==> src/hw/rtl/sts_pkg.sv <==
// Package for the sphere triangle subdivider: defaults, state codes, vector type.
// No dependencies.
`timescale 1ns / 1ps

package sts_pkg;

    localparam int INDEX_BITS_DEF      = 16;
    localparam int COORD_FRAC_BITS_DEF = 14;
    localparam int COORD_W             = 16;
    localparam int CFG_W               = 16;
    localparam int START_COUNT_RESET   = 12;

    // Normalised midpoint, one Q1.F coordinate per axis, x in the low bits
    typedef struct packed {
        logic [COORD_W-1:0] z;
        logic [COORD_W-1:0] y;
        logic [COORD_W-1:0] x;
    } sts_vec_t;

    typedef enum logic [2:0] {
        T_IDLE = 3'b001,
        T_RUN  = 3'b010,
        T_EMIT = 3'b100
    } sts_top_state_t;

    typedef enum logic [5:0] {
        N_IDLE = 6'b000001,
        N_SQR  = 6'b000010,
        N_SUM  = 6'b000100,
        N_LOAD = 6'b001000,
        N_ITER = 6'b010000,
        N_SIGN = 6'b100000
    } sts_norm_state_t;

endpackage

==> src/hw/rtl/sphere_triangle_subdivider.sv <==
// Top level of the sphere triangle subdivider: handshakes, vertex counter, child triangles.
// Depends on sts_pkg and sts_norm.
//
//  channel   dir  handshake           payload
//  s_*       in   s_tvalid/s_tready   s_tdata: corners a,b,c (x,y,z) then index_a,b,c
//  m_*       out  m_tvalid/m_tready   m_tdata, m_tuser (vertex_valid), m_tlast
//  cfg_*     in   cfg_we              cfg_wdata: start_vertex_count
//
// The first result beat of a triangle waits on the normaliser, which produces one result bit
// a cycle for each of nine components.
// The four result beats then follow, each one held while m_tready stalls it.
// s_tready is high only while the block is idle. Reset loads the vertex counter with 12;
// a configuration write reloads it.
`timescale 1ns / 1ps

module sphere_triangle_subdivider #(
    parameter int INDEX_BITS      = sts_pkg::INDEX_BITS_DEF,
    parameter int COORD_FRAC_BITS = sts_pkg::COORD_FRAC_BITS_DEF
) (
    input  logic                                      clk,
    input  logic                                      rst_n,
    input  logic                                      s_tvalid,
    output logic                                      s_tready,
    // corner_a_x, a_y, a_z, b_x, b_y, b_z, c_x, c_y, c_z, index_a, index_b, index_c
    input  logic [((144 + 3 * INDEX_BITS + 7) / 8) * 8 - 1:0] s_tdata,
    output logic                                      m_tvalid,
    input  logic                                      m_tready,
    // new_x, new_y, new_z, tri_first, tri_second, tri_third, overflow
    output logic [((49 + 3 * INDEX_BITS + 7) / 8) * 8 - 1:0]  m_tdata,
    // vertex_valid
    output logic [0:0]                                m_tuser,
    output logic                                      m_tlast,
    input  logic                                      cfg_we,
    input  logic [sts_pkg::CFG_W-1:0]                 cfg_wdata
);

    localparam int CW     = sts_pkg::COORD_W;
    localparam int IDX0   = 9 * CW;
    localparam int TRI0   = 3 * CW;
    localparam int OVF_B  = 3 * CW + 3 * INDEX_BITS;
    localparam int CNT_W  = (INDEX_BITS + 1 > sts_pkg::CFG_W + 1) ? INDEX_BITS + 1
                                                                 : sts_pkg::CFG_W + 1;
    localparam logic [CNT_W-1:0] LIMIT = CNT_W'(1) << INDEX_BITS;

    sts_pkg::sts_top_state_t state_reg;

    logic signed [CW-1:0]    corner_reg [3][3];
    logic [INDEX_BITS-1:0]   idx_reg [3];
    logic [INDEX_BITS-1:0]   nidx_reg [3];
    logic                    ovf_reg;
    logic [CNT_W-1:0]        cnt_reg;
    logic [1:0]              edge_reg;
    logic                    launch_reg;
    logic [1:0]              beat_reg;
    sts_pkg::sts_vec_t       mid_reg [3];

    logic                    in_beat;
    logic                    out_beat;
    logic                    norm_done;
    sts_pkg::sts_vec_t       norm_res;
    logic signed [16:0]      esum [3];
    logic [CNT_W-1:0]        cnt_walk [4];
    logic [INDEX_BITS-1:0]   nidx_next [3];
    logic                    ovf_next;

    assign in_beat  = s_tvalid && s_tready;
    assign out_beat = m_tvalid && m_tready;
    assign s_tready = (state_reg == sts_pkg::T_IDLE);
    assign m_tvalid = (state_reg == sts_pkg::T_EMIT);

    // Corner sum of the current edge: a-b, b-c, then a-c
    always_comb
    begin
        for (int i = 0; i < 3; i++)
        begin
            esum[i] = 17'(corner_reg[(edge_reg == 2'd1) ? 1 : 0][i])
                    + 17'(corner_reg[(edge_reg == 2'd0) ? 1 : 2][i]);
        end
    end

    // Hand out three indices from the counter, saturating at the limit
    always_comb
    begin
        cnt_walk[0] = cnt_reg;
        ovf_next    = 1'b0;
        for (int k = 0; k < 3; k++)
        begin
            nidx_next[k] = cnt_walk[k][INDEX_BITS-1:0];
            if (cnt_walk[k] >= LIMIT)
            begin
                ovf_next      = 1'b1;
                cnt_walk[k+1] = LIMIT;
            end
            else
            begin
                cnt_walk[k+1] = cnt_walk[k] + CNT_W'(1);
            end
        end
    end

    sts_norm #(
        .FRAC_BITS (COORD_FRAC_BITS)
    ) u_norm (
        .clk    (clk),
        .rst_n  (rst_n),
        .start  (launch_reg),
        .sum_x  (esum[0]),
        .sum_y  (esum[1]),
        .sum_z  (esum[2]),
        .done   (norm_done),
        .result (norm_res)
    );

    // Sequencer and vertex counter
    always_ff @(posedge clk or negedge rst_n)
    begin
        if (!rst_n)
        begin
            state_reg  <= sts_pkg::T_IDLE;
            cnt_reg    <= CNT_W'(sts_pkg::START_COUNT_RESET);
            edge_reg   <= 2'd0;
            launch_reg <= 1'b0;
            beat_reg   <= 2'd0;
        end
        else
        begin
            launch_reg <= 1'b0;
            if (cfg_we)
            begin
                cnt_reg <= CNT_W'(cfg_wdata);
            end
            unique case (state_reg)
                sts_pkg::T_IDLE:
                begin
                    if (in_beat)
                    begin
                        cnt_reg    <= cnt_walk[3];
                        edge_reg   <= 2'd0;
                        launch_reg <= 1'b1;
                        state_reg  <= sts_pkg::T_RUN;
                    end
                end
                sts_pkg::T_RUN:
                begin
                    if (norm_done)
                    begin
                        if (edge_reg == 2'd2)
                        begin
                            beat_reg  <= 2'd0;
                            state_reg <= sts_pkg::T_EMIT;
                        end
                        else
                        begin
                            edge_reg   <= edge_reg + 2'd1;
                            launch_reg <= 1'b1;
                        end
                    end
                end
                sts_pkg::T_EMIT:
                begin
                    if (out_beat)
                    begin
                        beat_reg <= beat_reg + 2'd1;
                        if (beat_reg == 2'd3)
                        begin
                            state_reg <= sts_pkg::T_IDLE;
                        end
                    end
                end
                default:
                begin
                    state_reg <= sts_pkg::T_IDLE;
                end
            endcase
        end
    end

    // Capture the triangle and the normalised midpoints
    always_ff @(posedge clk)
    begin
        if (in_beat)
        begin
            for (int c = 0; c < 3; c++)
            begin
                for (int i = 0; i < 3; i++)
                begin
                    corner_reg[c][i] <= s_tdata[(3 * c + i) * CW +: CW];
                end
                idx_reg[c]  <= s_tdata[IDX0 + c * INDEX_BITS +: INDEX_BITS];
                nidx_reg[c] <= nidx_next[c];
            end
            ovf_reg <= ovf_next;
        end
        if (norm_done)
        begin
            mid_reg[edge_reg] <= norm_res;
        end
    end

    // Build the current child triangle beat
    always_comb
    begin
        m_tdata    = '0;
        m_tuser[0] = (beat_reg != 2'd3);
        m_tlast    = (beat_reg == 2'd3);
        case (beat_reg)
            2'd0:
            begin
                m_tdata[0 +: TRI0] = mid_reg[0];
                m_tdata[TRI0 +: INDEX_BITS]                  = nidx_reg[0];
                m_tdata[TRI0 + INDEX_BITS +: INDEX_BITS]     = nidx_reg[1];
                m_tdata[TRI0 + 2 * INDEX_BITS +: INDEX_BITS] = nidx_reg[2];
            end
            2'd1:
            begin
                m_tdata[0 +: TRI0] = mid_reg[1];
                m_tdata[TRI0 +: INDEX_BITS]                  = idx_reg[0];
                m_tdata[TRI0 + INDEX_BITS +: INDEX_BITS]     = nidx_reg[0];
                m_tdata[TRI0 + 2 * INDEX_BITS +: INDEX_BITS] = nidx_reg[2];
            end
            2'd2:
            begin
                m_tdata[0 +: TRI0] = mid_reg[2];
                m_tdata[TRI0 +: INDEX_BITS]                  = nidx_reg[0];
                m_tdata[TRI0 + INDEX_BITS +: INDEX_BITS]     = idx_reg[1];
                m_tdata[TRI0 + 2 * INDEX_BITS +: INDEX_BITS] = nidx_reg[1];
            end
            default:
            begin
                m_tdata[TRI0 +: INDEX_BITS]                  = nidx_reg[1];
                m_tdata[TRI0 + INDEX_BITS +: INDEX_BITS]     = idx_reg[2];
                m_tdata[TRI0 + 2 * INDEX_BITS +: INDEX_BITS] = nidx_reg[2];
            end
        endcase
        m_tdata[OVF_B] = ovf_reg;
    end

endmodule

==> src/hw/rtl/sts_norm.sv <==
// Midpoint normaliser: scales a corner sum to unit length, one result bit a cycle.
// Depends on sts_pkg.
`timescale 1ns / 1ps

module sts_norm #(
    parameter int FRAC_BITS = sts_pkg::COORD_FRAC_BITS_DEF
) (
    input  logic                  clk,
    input  logic                  rst_n,
    input  logic                  start,
    input  logic signed [16:0]    sum_x,
    input  logic signed [16:0]    sum_y,
    input  logic signed [16:0]    sum_z,
    output logic                  done,
    output sts_pkg::sts_vec_t     result
);

    localparam int MAG_W  = 17;
    localparam int SQ_W   = 2 * MAG_W;
    localparam int SS_W   = SQ_W + 2;
    localparam int ACC_W  = 2 * FRAC_BITS + 40;
    localparam int Q_W    = FRAC_BITS + 1;
    localparam int BIT_W  = $clog2(FRAC_BITS + 1);
    localparam int OUT_W  = sts_pkg::COORD_W;

    sts_pkg::sts_norm_state_t state_reg;

    logic signed [16:0]       sv_reg [3];
    logic [SQ_W-1:0]          sq_reg [3];
    logic [SS_W-1:0]          ssum_reg;
    logic signed [ACC_W-1:0]  acc_reg;
    logic signed [ACC_W-1:0]  tap_reg;
    logic signed [ACC_W-1:0]  sft_reg;
    logic signed [ACC_W-1:0]  lim_reg;
    logic [Q_W-1:0]           q_reg;
    logic [BIT_W-1:0]         bit_reg;
    logic [1:0]               comp_reg;
    logic [OUT_W-1:0]         res_reg [3];
    logic                     done_reg;

    logic signed [16:0]       sv_sel;
    logic [MAG_W-1:0]         mag;
    logic [SQ_W-1:0]          prod;
    logic signed [ACC_W-1:0]  ss_ext;
    logic signed [ACC_W-1:0]  sq_ext;
    logic signed [ACC_W-1:0]  cand;
    logic                     fits;
    logic [ACC_W-1:0]         q_ext;
    logic [ACC_W-1:0]         q_neg;

    // Shared squarer on the selected component magnitude
    always_comb
    begin
        sv_sel = sv_reg[comp_reg];
        mag    = sv_sel[16] ? MAG_W'(-sv_sel) : MAG_W'(sv_sel);
        prod   = mag * mag;
    end

    // Trial step: candidate (2q-1)^2 * S against |s|^2 * 2^(2F+2)
    always_comb
    begin
        ss_ext = {{(ACC_W - SS_W){1'b0}}, ssum_reg};
        sq_ext = {{(ACC_W - SQ_W){1'b0}}, sq_reg[comp_reg]};
        cand   = acc_reg + tap_reg + sft_reg;
        fits   = (cand <= lim_reg);
        q_ext  = {{(ACC_W - Q_W){1'b0}}, q_reg};
        q_neg  = -q_ext;
    end

    // Sequencer
    always_ff @(posedge clk or negedge rst_n)
    begin
        if (!rst_n)
        begin
            state_reg <= sts_pkg::N_IDLE;
            comp_reg  <= 2'd0;
            done_reg  <= 1'b0;
        end
        else
        begin
            done_reg <= 1'b0;
            unique case (state_reg)
                sts_pkg::N_IDLE:
                begin
                    comp_reg <= 2'd0;
                    if (start)
                    begin
                        state_reg <= sts_pkg::N_SQR;
                    end
                end
                sts_pkg::N_SQR:
                begin
                    if (comp_reg == 2'd2)
                    begin
                        comp_reg  <= 2'd0;
                        state_reg <= sts_pkg::N_SUM;
                    end
                    else
                    begin
                        comp_reg <= comp_reg + 2'd1;
                    end
                end
                sts_pkg::N_SUM:
                begin
                    state_reg <= sts_pkg::N_LOAD;
                end
                sts_pkg::N_LOAD:
                begin
                    state_reg <= (ssum_reg == '0) ? sts_pkg::N_SIGN : sts_pkg::N_ITER;
                end
                sts_pkg::N_ITER:
                begin
                    if (bit_reg == '0)
                    begin
                        state_reg <= sts_pkg::N_SIGN;
                    end
                end
                sts_pkg::N_SIGN:
                begin
                    if (comp_reg == 2'd2)
                    begin
                        done_reg  <= 1'b1;
                        state_reg <= sts_pkg::N_IDLE;
                    end
                    else
                    begin
                        comp_reg  <= comp_reg + 2'd1;
                        state_reg <= sts_pkg::N_LOAD;
                    end
                end
                default:
                begin
                    state_reg <= sts_pkg::N_IDLE;
                end
            endcase
        end
    end

    // Datapath registers
    always_ff @(posedge clk)
    begin
        unique case (state_reg)
            sts_pkg::N_IDLE:
            begin
                if (start)
                begin
                    sv_reg[0] <= sum_x;
                    sv_reg[1] <= sum_y;
                    sv_reg[2] <= sum_z;
                end
            end
            sts_pkg::N_SQR:
            begin
                sq_reg[comp_reg] <= prod;
            end
            sts_pkg::N_SUM:
            begin
                ssum_reg <= SS_W'(sq_reg[0]) + SS_W'(sq_reg[1]) + SS_W'(sq_reg[2]);
            end
            sts_pkg::N_LOAD:
            begin
                acc_reg <= ss_ext;
                tap_reg <= -(ss_ext <<< (FRAC_BITS + 2));
                sft_reg <= ss_ext <<< (2 * FRAC_BITS + 2);
                lim_reg <= sq_ext <<< (2 * FRAC_BITS + 2);
                q_reg   <= '0;
                bit_reg <= BIT_W'(FRAC_BITS);
            end
            sts_pkg::N_ITER:
            begin
                // Commit the bit when the candidate still fits, then narrow the step
                if (fits)
                begin
                    acc_reg <= cand;
                    tap_reg <= (tap_reg + (sft_reg <<< 1)) >>> 1;
                end
                else
                begin
                    tap_reg <= tap_reg >>> 1;
                end
                sft_reg <= sft_reg >>> 2;
                q_reg   <= {q_reg[Q_W-2:0], fits};
                bit_reg <= bit_reg - BIT_W'(1);
            end
            sts_pkg::N_SIGN:
            begin
                res_reg[comp_reg] <= sv_sel[16] ? q_neg[OUT_W-1:0] : q_ext[OUT_W-1:0];
            end
            default:
            begin
            end
        endcase
    end

    assign done     = done_reg;
    assign result.x = res_reg[0];
    assign result.y = res_reg[1];
    assign result.z = res_reg[2];

endmodule

==> config.mk <==
export PLATFORM = sky130hd
export DESIGN_NAME = sphere_triangle_subdivider
export DESIGN_NICKNAME = d
export VERILOG_FILES = /design/src/hw/rtl/sts_pkg.sv /design/src/hw/rtl/sphere_triangle_subdivider.sv /design/src/hw/rtl/sts_norm.sv
export SDC_FILE = /design/constraint.sdc
export NUM_CORES = 2
export LEC_CHECK = 0
export BUFFER_PORTS_ARGS = -buffer_cell sky130_fd_sc_hd__buf_2
export CELL_PAD_IN_SITES_DETAIL_PLACEMENT = 1
export CELL_PAD_IN_SITES_GLOBAL_PLACEMENT = 2
export CORE_MARGIN = 1.5
export CORE_UTILIZATION = 40
export CTS_CLUSTER_SIZE = 40
export DETAILED_ROUTE_END_ITERATION = 7
export PLACE_DENSITY_LB_ADDON = 0.1
export SLEW_MARGIN = 10
export SYNTH_ARGS = -nofsm -noshare
export SYNTH_HDL_FRONTEND = slang
export SYNTH_SLANG_ARGS = --single-unit
==> constraint.sdc <==
create_clock -name clk -period 24.3 [get_ports clk]
set_input_delay 2.43 -clock clk [delete_from_list [all_inputs] [get_ports clk]]
set_output_delay 2.43 -clock clk [all_outputs]
set_load 0.1 [all_outputs]
# Yosys cells after proc, flatten, opt, wreduce, memory -nomap -nowiden
# Memory sizes are Yosys's and may differ from the RTL's. A register that Yosys moved wholly into a read port is not among the register bits.
# Cells that the tools add are included.
# W data, S select, Z words.
# op_classes
n_addsub	18
mul	1
magnitude_cmp	4
eq_ne	27
mux	59
bitwise_logic	1
reduce_logical	18
# op_table
cell	n
$pmux W68 S2	3
$pmux W48 S3	2
$add A68 B68 Y68	3
$mux W68	2
$mux W17	7
$le A68 B65 Y1	1
$neg A52 Y68	1
$add A16 B16 Y17	3
$add A17 B1 Y17 const B	3
$ge A17 B17 Y1 const B	3
$add A36 B34 Y36	1
$logic_not A36 Y1	1
$pmux W6 S6	1
$add A34 B34 Y35	1
$mul A17 B17 Y34	1
$pmux W15 S2	1
$mux W6	4
$mux W2	9
$mux W1	17
$neg A17 Y17	1
$mux W16	1
$neg A15 Y16	1
$mux W3	5
$ne A2 B1 Y1 const B	7
other kinds (31)	49
# totals
regBits	294
ramBits	585
input_bits	213
output_inout_bits	108
mem_count	7
# mem_list
memory	words	width	rd	rd_ports_with_merged_regs	wr	line	rtl
corner_reg	3	48	2	0	3	sphere_triangle_subdivider.sv:47	logic signed [CW-1:0] corner_reg [3][3];
mid_reg	3	48	3	0	1	sphere_triangle_subdivider.sv:55	sts_pkg::sts_vec_t mid_reg [3];
u_norm.sq_reg	3	34	4	1	1	sts_norm.sv:29	logic [SQ_W-1:0] sq_reg [3];
u_norm.sv_reg	3	17	1	0	3	sts_norm.sv:28	logic signed [16:0] sv_reg [3];
idx_reg	3	16	3	0	3	sphere_triangle_subdivider.sv:48	logic [INDEX_BITS-1:0] idx_reg [3];
nidx_reg	3	16	3	0	3	sphere_triangle_subdivider.sv:49	logic [INDEX_BITS-1:0] nidx_reg [3];
+1 memories	-	-	-	-	-	-	

# Logic depth before layout (Yosys ltp)
# logic_depth
depth_word	8
mapped_depth	40
depth_no_buf	38

# Cells and area by module
# Synthesis repeated with hierarchy kept, for this count alone.
# unflattened
hier_cells	5293
hier_area_um2	60591.9
# by_module_without_submodules
mod	instances	cells_per_inst	area_each_um2
sts_norm	1	3941	41666.2
sphere_triangle_subdivider	1	1352	18925.7

# Least setup slack after synthesis
# No wires, ideal clock.
# synth_timing
path_kind	input to register
from	input port s_tvalid
to	register cnt_reg[7]
t_arrival_ns	9.783
slack_ns	14.038
path_stages	4
cell_sequence	nand2_1 -> nor3_1 -> clkbuf_1 -> o32ai_1
# synth_via
elab_chain_len	3
# synth_rtl
element	line	rtl
start: declaration	sphere_triangle_subdivider.sv:22	input logic s_tvalid,
$logic_and A1 B1 Y1	sphere_triangle_subdivider.sv:66	assign in_beat = s_tvalid && s_tready;
named net in_beat	sphere_triangle_subdivider.sv:57	logic in_beat;
$mux W17	sphere_triangle_subdivider.sv:135	if (in_beat)
$mux W17	sphere_triangle_subdivider.sv:132	unique case (state_reg)
end signal: assignment	sphere_triangle_subdivider.sv:120	cnt_reg <= CNT_W'(sts_pkg::START_COUNT_RESET);
end signal: assignment	sphere_triangle_subdivider.sv:130	cnt_reg <= CNT_W'(cfg_wdata);
end signal: assignment	sphere_triangle_subdivider.sv:137	cnt_reg <= cnt_walk[3];
end: declaration	sphere_triangle_subdivider.sv:51	logic [CNT_W-1:0] cnt_reg;
# The timed path passes the listed nets, and every way through them passes these cells.
# A chain may end at the register's enable or synchronous reset.

# Worst setup path after layout
# layout_timing
from	register u_norm.sft_reg[4]
to	register u_norm.acc_reg[59], enable pin
# layout_via
elab_chain_len	4
# layout_rtl
element	line	rtl
start: declaration	sts_norm.sv:33	logic signed [ACC_W-1:0] sft_reg;
start signal: assignment	sts_norm.sv:164	sft_reg <= ss_ext <<< (2 * FRAC_BITS + 2);
start signal: assignment	sts_norm.sv:181	sft_reg <= sft_reg >>> 2;
$add A68 B68 Y68	sts_norm.sv:64	cand = acc_reg + tap_reg + sft_reg;
named net u_norm.cand[46]	sts_norm.sv:46	logic signed [ACC_W-1:0] cand;
$le A68 B65 Y1	sts_norm.sv:65	fits = (cand <= lim_reg);
$ne A2 B1 Y1 (no source line)	-	
$reduce_and A2 Y1 (no source line)	-	
end signal: assignment	sts_norm.sv:162	acc_reg <= ss_ext;
end signal: assignment	sts_norm.sv:174	acc_reg <= cand;
end: declaration	sts_norm.sv:31	logic signed [ACC_W-1:0] acc_reg;
# The timed path passes the listed nets, and every way through them passes these cells.

==> impl_summary.md <==
Cells and area
In the layout the commonest cells are edfxtp_1, inv_1, nand2_1. The number of fill cells in the layout is between 15k and 20k. Relative to the synthesized area, the layout overhead comes to 12.6%. After the last flow step, the layout net total stands at 6429. The most common cell after layout, fill and taps aside is edfxtp_1. The post-route netlist has approximately 13% of its cells at a drive strength greater than 1.

CTS
No sink is reached through more buffers than the 3 on the longest clock path. The clock-pin slew of the registers on the worst-case setup and hold paths is roughly 0.06 ns. Post-CTS timing repair inserted 0 buffers for setup. The cell at the root of the clock tree is clkbuf_16. The deepest level of the CTS H-tree is 3.

The TritonCTS clock tree is done. The later pin in the worst-skew pair is clocked with a latency of around 0.76 ns. Once the clock tree was built, the resizer swapped 0 gates to a different size. In this run, CTS created clock tree buffers numbering approximately 110. The count of hold-fix buffers inserted at cts is 0. Counting every sink on the clock net gives between 900 and 1k.

Drt
The routed via count is around 42k. The number of design-rule violations left by the first detailed-router iteration is about 2.5k. The detailed-route wire length is 177 mm. In the detailed route, the total length drawn on met3 is 6.18 mm.

The number of detailed-route iterations in the first pass is 6. For this run, design rule violations remaining after detail routing come to 0. For this block, wires on met1 add up to 81.0 mm. The routed via count divided by cell count is roughly 5.5. The wire length on met2 is ~86 mm. After detailed routing, no signal wire sits above met4. The number of routed nets with antenna violations is 0. Dividing the detail-routed wire length by the instance count gives around 23 µm.

Outcome
The flow ran to the end, and the final reports show no timing, DRC or antenna violations.

STA
The number of hold-slack violations in the final timing report was 0. The measured slew at the worst slew-check pin is roughly 1.2 ns. The number of slew-limit violations in the final report is 0. The fmax is approximately 95 MHz. Setup repair after global routing left no endpoint under its margin. The minimum clock period is approximately 11 ns. Setup violations remaining at the end of the flow were counted as 0. For the final routed database, the setup TNS stands at 0 ns. The tightest slew margin relative to the limit is a little under a fifth. The fraction of the cycle the final worst path needs is 43.3%.

The largest clock skew in the final design is 0.0717 ns.

Critical path
Data arrives at the worst endpoint at between 10 and 15 ns. The launch instance of the worst register-to-register path is u_norm.sft_reg[4]. The critical path's largest stage delay is about 0.74 ns. The required time reported for the critical path endpoint is approximately 25 ns. The most used cell along the critical path is nor4_1.

The setup check on the worst reg-to-reg path leaves a slack of ~14 ns. The number of cells on the worst reg-to-reg path is 29. STA classifies the critical path endpoint as a flip-flop. The largest individual stage delay along the critical path comes from the cell nor4_1. STA classifies the critical path startpoint as a flip-flop.

The capturing point of the worst reg2reg path is u_norm.acc_reg[59]. The largest driver fanout on the critical path is 49. Grouping stages by cell kind, the critical path spends the most delay in compound AO/OA/AOI/OAI gates. The worst setup path is of the flip-flop to flip-flop kind. The number of buffers and inverters on the critical path is 2.

Yosys
By area the synthesized netlist is led by edfxtp_1, fa_1, ha_1. The per-instance average area after synthesis is 11.4 µm². The part of the Yosys area used for sequential elements is about 47%. The number of synthesized flops with an enable pin is approximately 910.

The primary flip-flop cell chosen by synthesis mapping is edfxtp_1. The biggest area consumer among synthesized cells is edfxtp_1. For this run, asynchronously set or reset flops after synthesis account for between 3 and 4%. The area share of the leading cell type in the synthesized netlist is ~45%. For this run, the number of Yosys warnings is 0. The synthesis-stage register bit count is between 900 and 1k. In the synthesized netlist, the number of instances is between 5k and 6k.

After synthesis, the netlist uses between 80 and 90 different library cells. The cell area after synthesis is 60000 µm².

Floorplan
In this run the standard cell core region covers ~150000 µm². The die width is ~390 µm. The boundary pin count is ~320. The number of rows created at floorplan is approximately 140. From bottom edge to top edge, the die measures roughly 400 µm.

The area of the die is ~150000 µm². The initial utilization of the core area, before any placement, comes to about two fifths.

Global route
The initial antenna violation count is 9. The total overflow left after global routing is 0. The number of global-route vias before repair was approximately 44k.

Entering global routing, the biggest net connects between 80 and 90 pins. The global-route usage over all layers is 23.2%. The first-pass GRT wire length is about 270 mm.

Placed design
Routability-driven placement finished with a final weighted congestion of 0.875. The number of port buffers is around 310. Once detailed placement completed, the half-perimeter wirelength came to around 140 mm.

Min path
The endpoint of the worst hold path is mid_reg[1][41]. The worst hold path startpoint is u_norm.res_reg[2][9]. The min-delay analysis places its worst path in the category flip-flop to flip-flop.

The number of cells traversed by the worst hold path is 0.

Job
The max capacitance violation total is 0.
[through the flow]
stage | util, % | hold slack [ns] | instances | worst slack [ns] | cell area, µm²
2_1_floorplan | - | 0.440 | 5256 | 14.04 | 60000
4_1_cts | 45.5 | 0.470 | 7569 | 13.62 | 67500
6_report | 45.6 | 0.472 | 7576 | 13.78 | 67500
5_1_grt | 45.5 | 0.484 | 7574 | 13.18 | 67500
3_5_place_dp | 43.0 | 0.457 | 7364 | 13.75 | 63700
3_3_place_gp | 43.0 | 0.444 | 7364 | 13.78 | 63700
[worst max-delay path by stage]
stage	cells after the start	end	start	slack (ns)
6_report	29	u_norm.acc_reg[59]	u_norm.sft_reg[4]	13.78
5_1_grt	29	u_norm.tap_reg[67]	u_norm.sft_reg[4]	13.18
4_1_cts	29	u_norm.tap_reg[67]	u_norm.sft_reg[4]	13.62
3_5_place_dp	29	u_norm.acc_reg[60]	u_norm.sft_reg[4]	13.75
3_3_place_gp	29	u_norm.acc_reg[60]	u_norm.sft_reg[4]	13.78
2_1_floorplan	4	cnt_reg[7]	s_tvalid	14.04
[kinds of logic (layout without fill, tap and decap cells)]
logic type	count (synthesis)	count (layout)	share of synthesized area [%]
fa+ha+maj	672	672	17.4
flops	940	940	46.8
simple gates	1360	1360	10.7
other cells	2	26	0.0125
compound gates	1106	1106	12.1
buf+inv	637	1020	4.08
mux	210	210	4.40
xor+xnor	312	312	4.56
[cells in the mapped netlist, drive strengths merged (17+ instances only)]
cell type,number
nor2,374
fa,266
inv,451
a22oi,17
dfrtp,30
o21a,38
and3,44
a21oi,313
a21o,140
o311ai,23
nand4,45
nor4,27
nor2b,33
nand2,438
a22o,17
and2,99
a211oi,28
mux2i,79
edfxtp,906
xnor2,221
nand3b,20
o21ai,236
ha,406
a31oi,22
nand3,100
o22ai,24
nand2b,42
mux4,33
buf,39
a21boi,29
or3,30
nor3,48
mux2,98
clkbuf,142
xor2,91
o21bai,37
a222oi,64
[final cells by class]
type / count / area [µm²] / share of cell area (%)
sequential: 940 / 28100 / 41.6
tap: 1930 / 2410 / 3.58
antenna: 7 / 17.5 / 0.0259
multi-input combinational: 3679 / 29600 / 43.8
clock buffer: 133 / 2850 / 4.22
inverter: 456 / 1710 / 2.54
timing repair buffer: 359 / 1910 / 2.83
clock inverter: 72 / 940 / 1.39
[routing by layer]
metal  vias to the layer above  GRT usage (%)
li1                      19595              -
met1                     21155           31.9
met2                       756           39.4
met3                       207           2.38
met4                         0           5.79
met5                         -              0
Power is not shown: default switching activity piles up to over one toggle a cycle in this logic, so the estimate is an artifact.
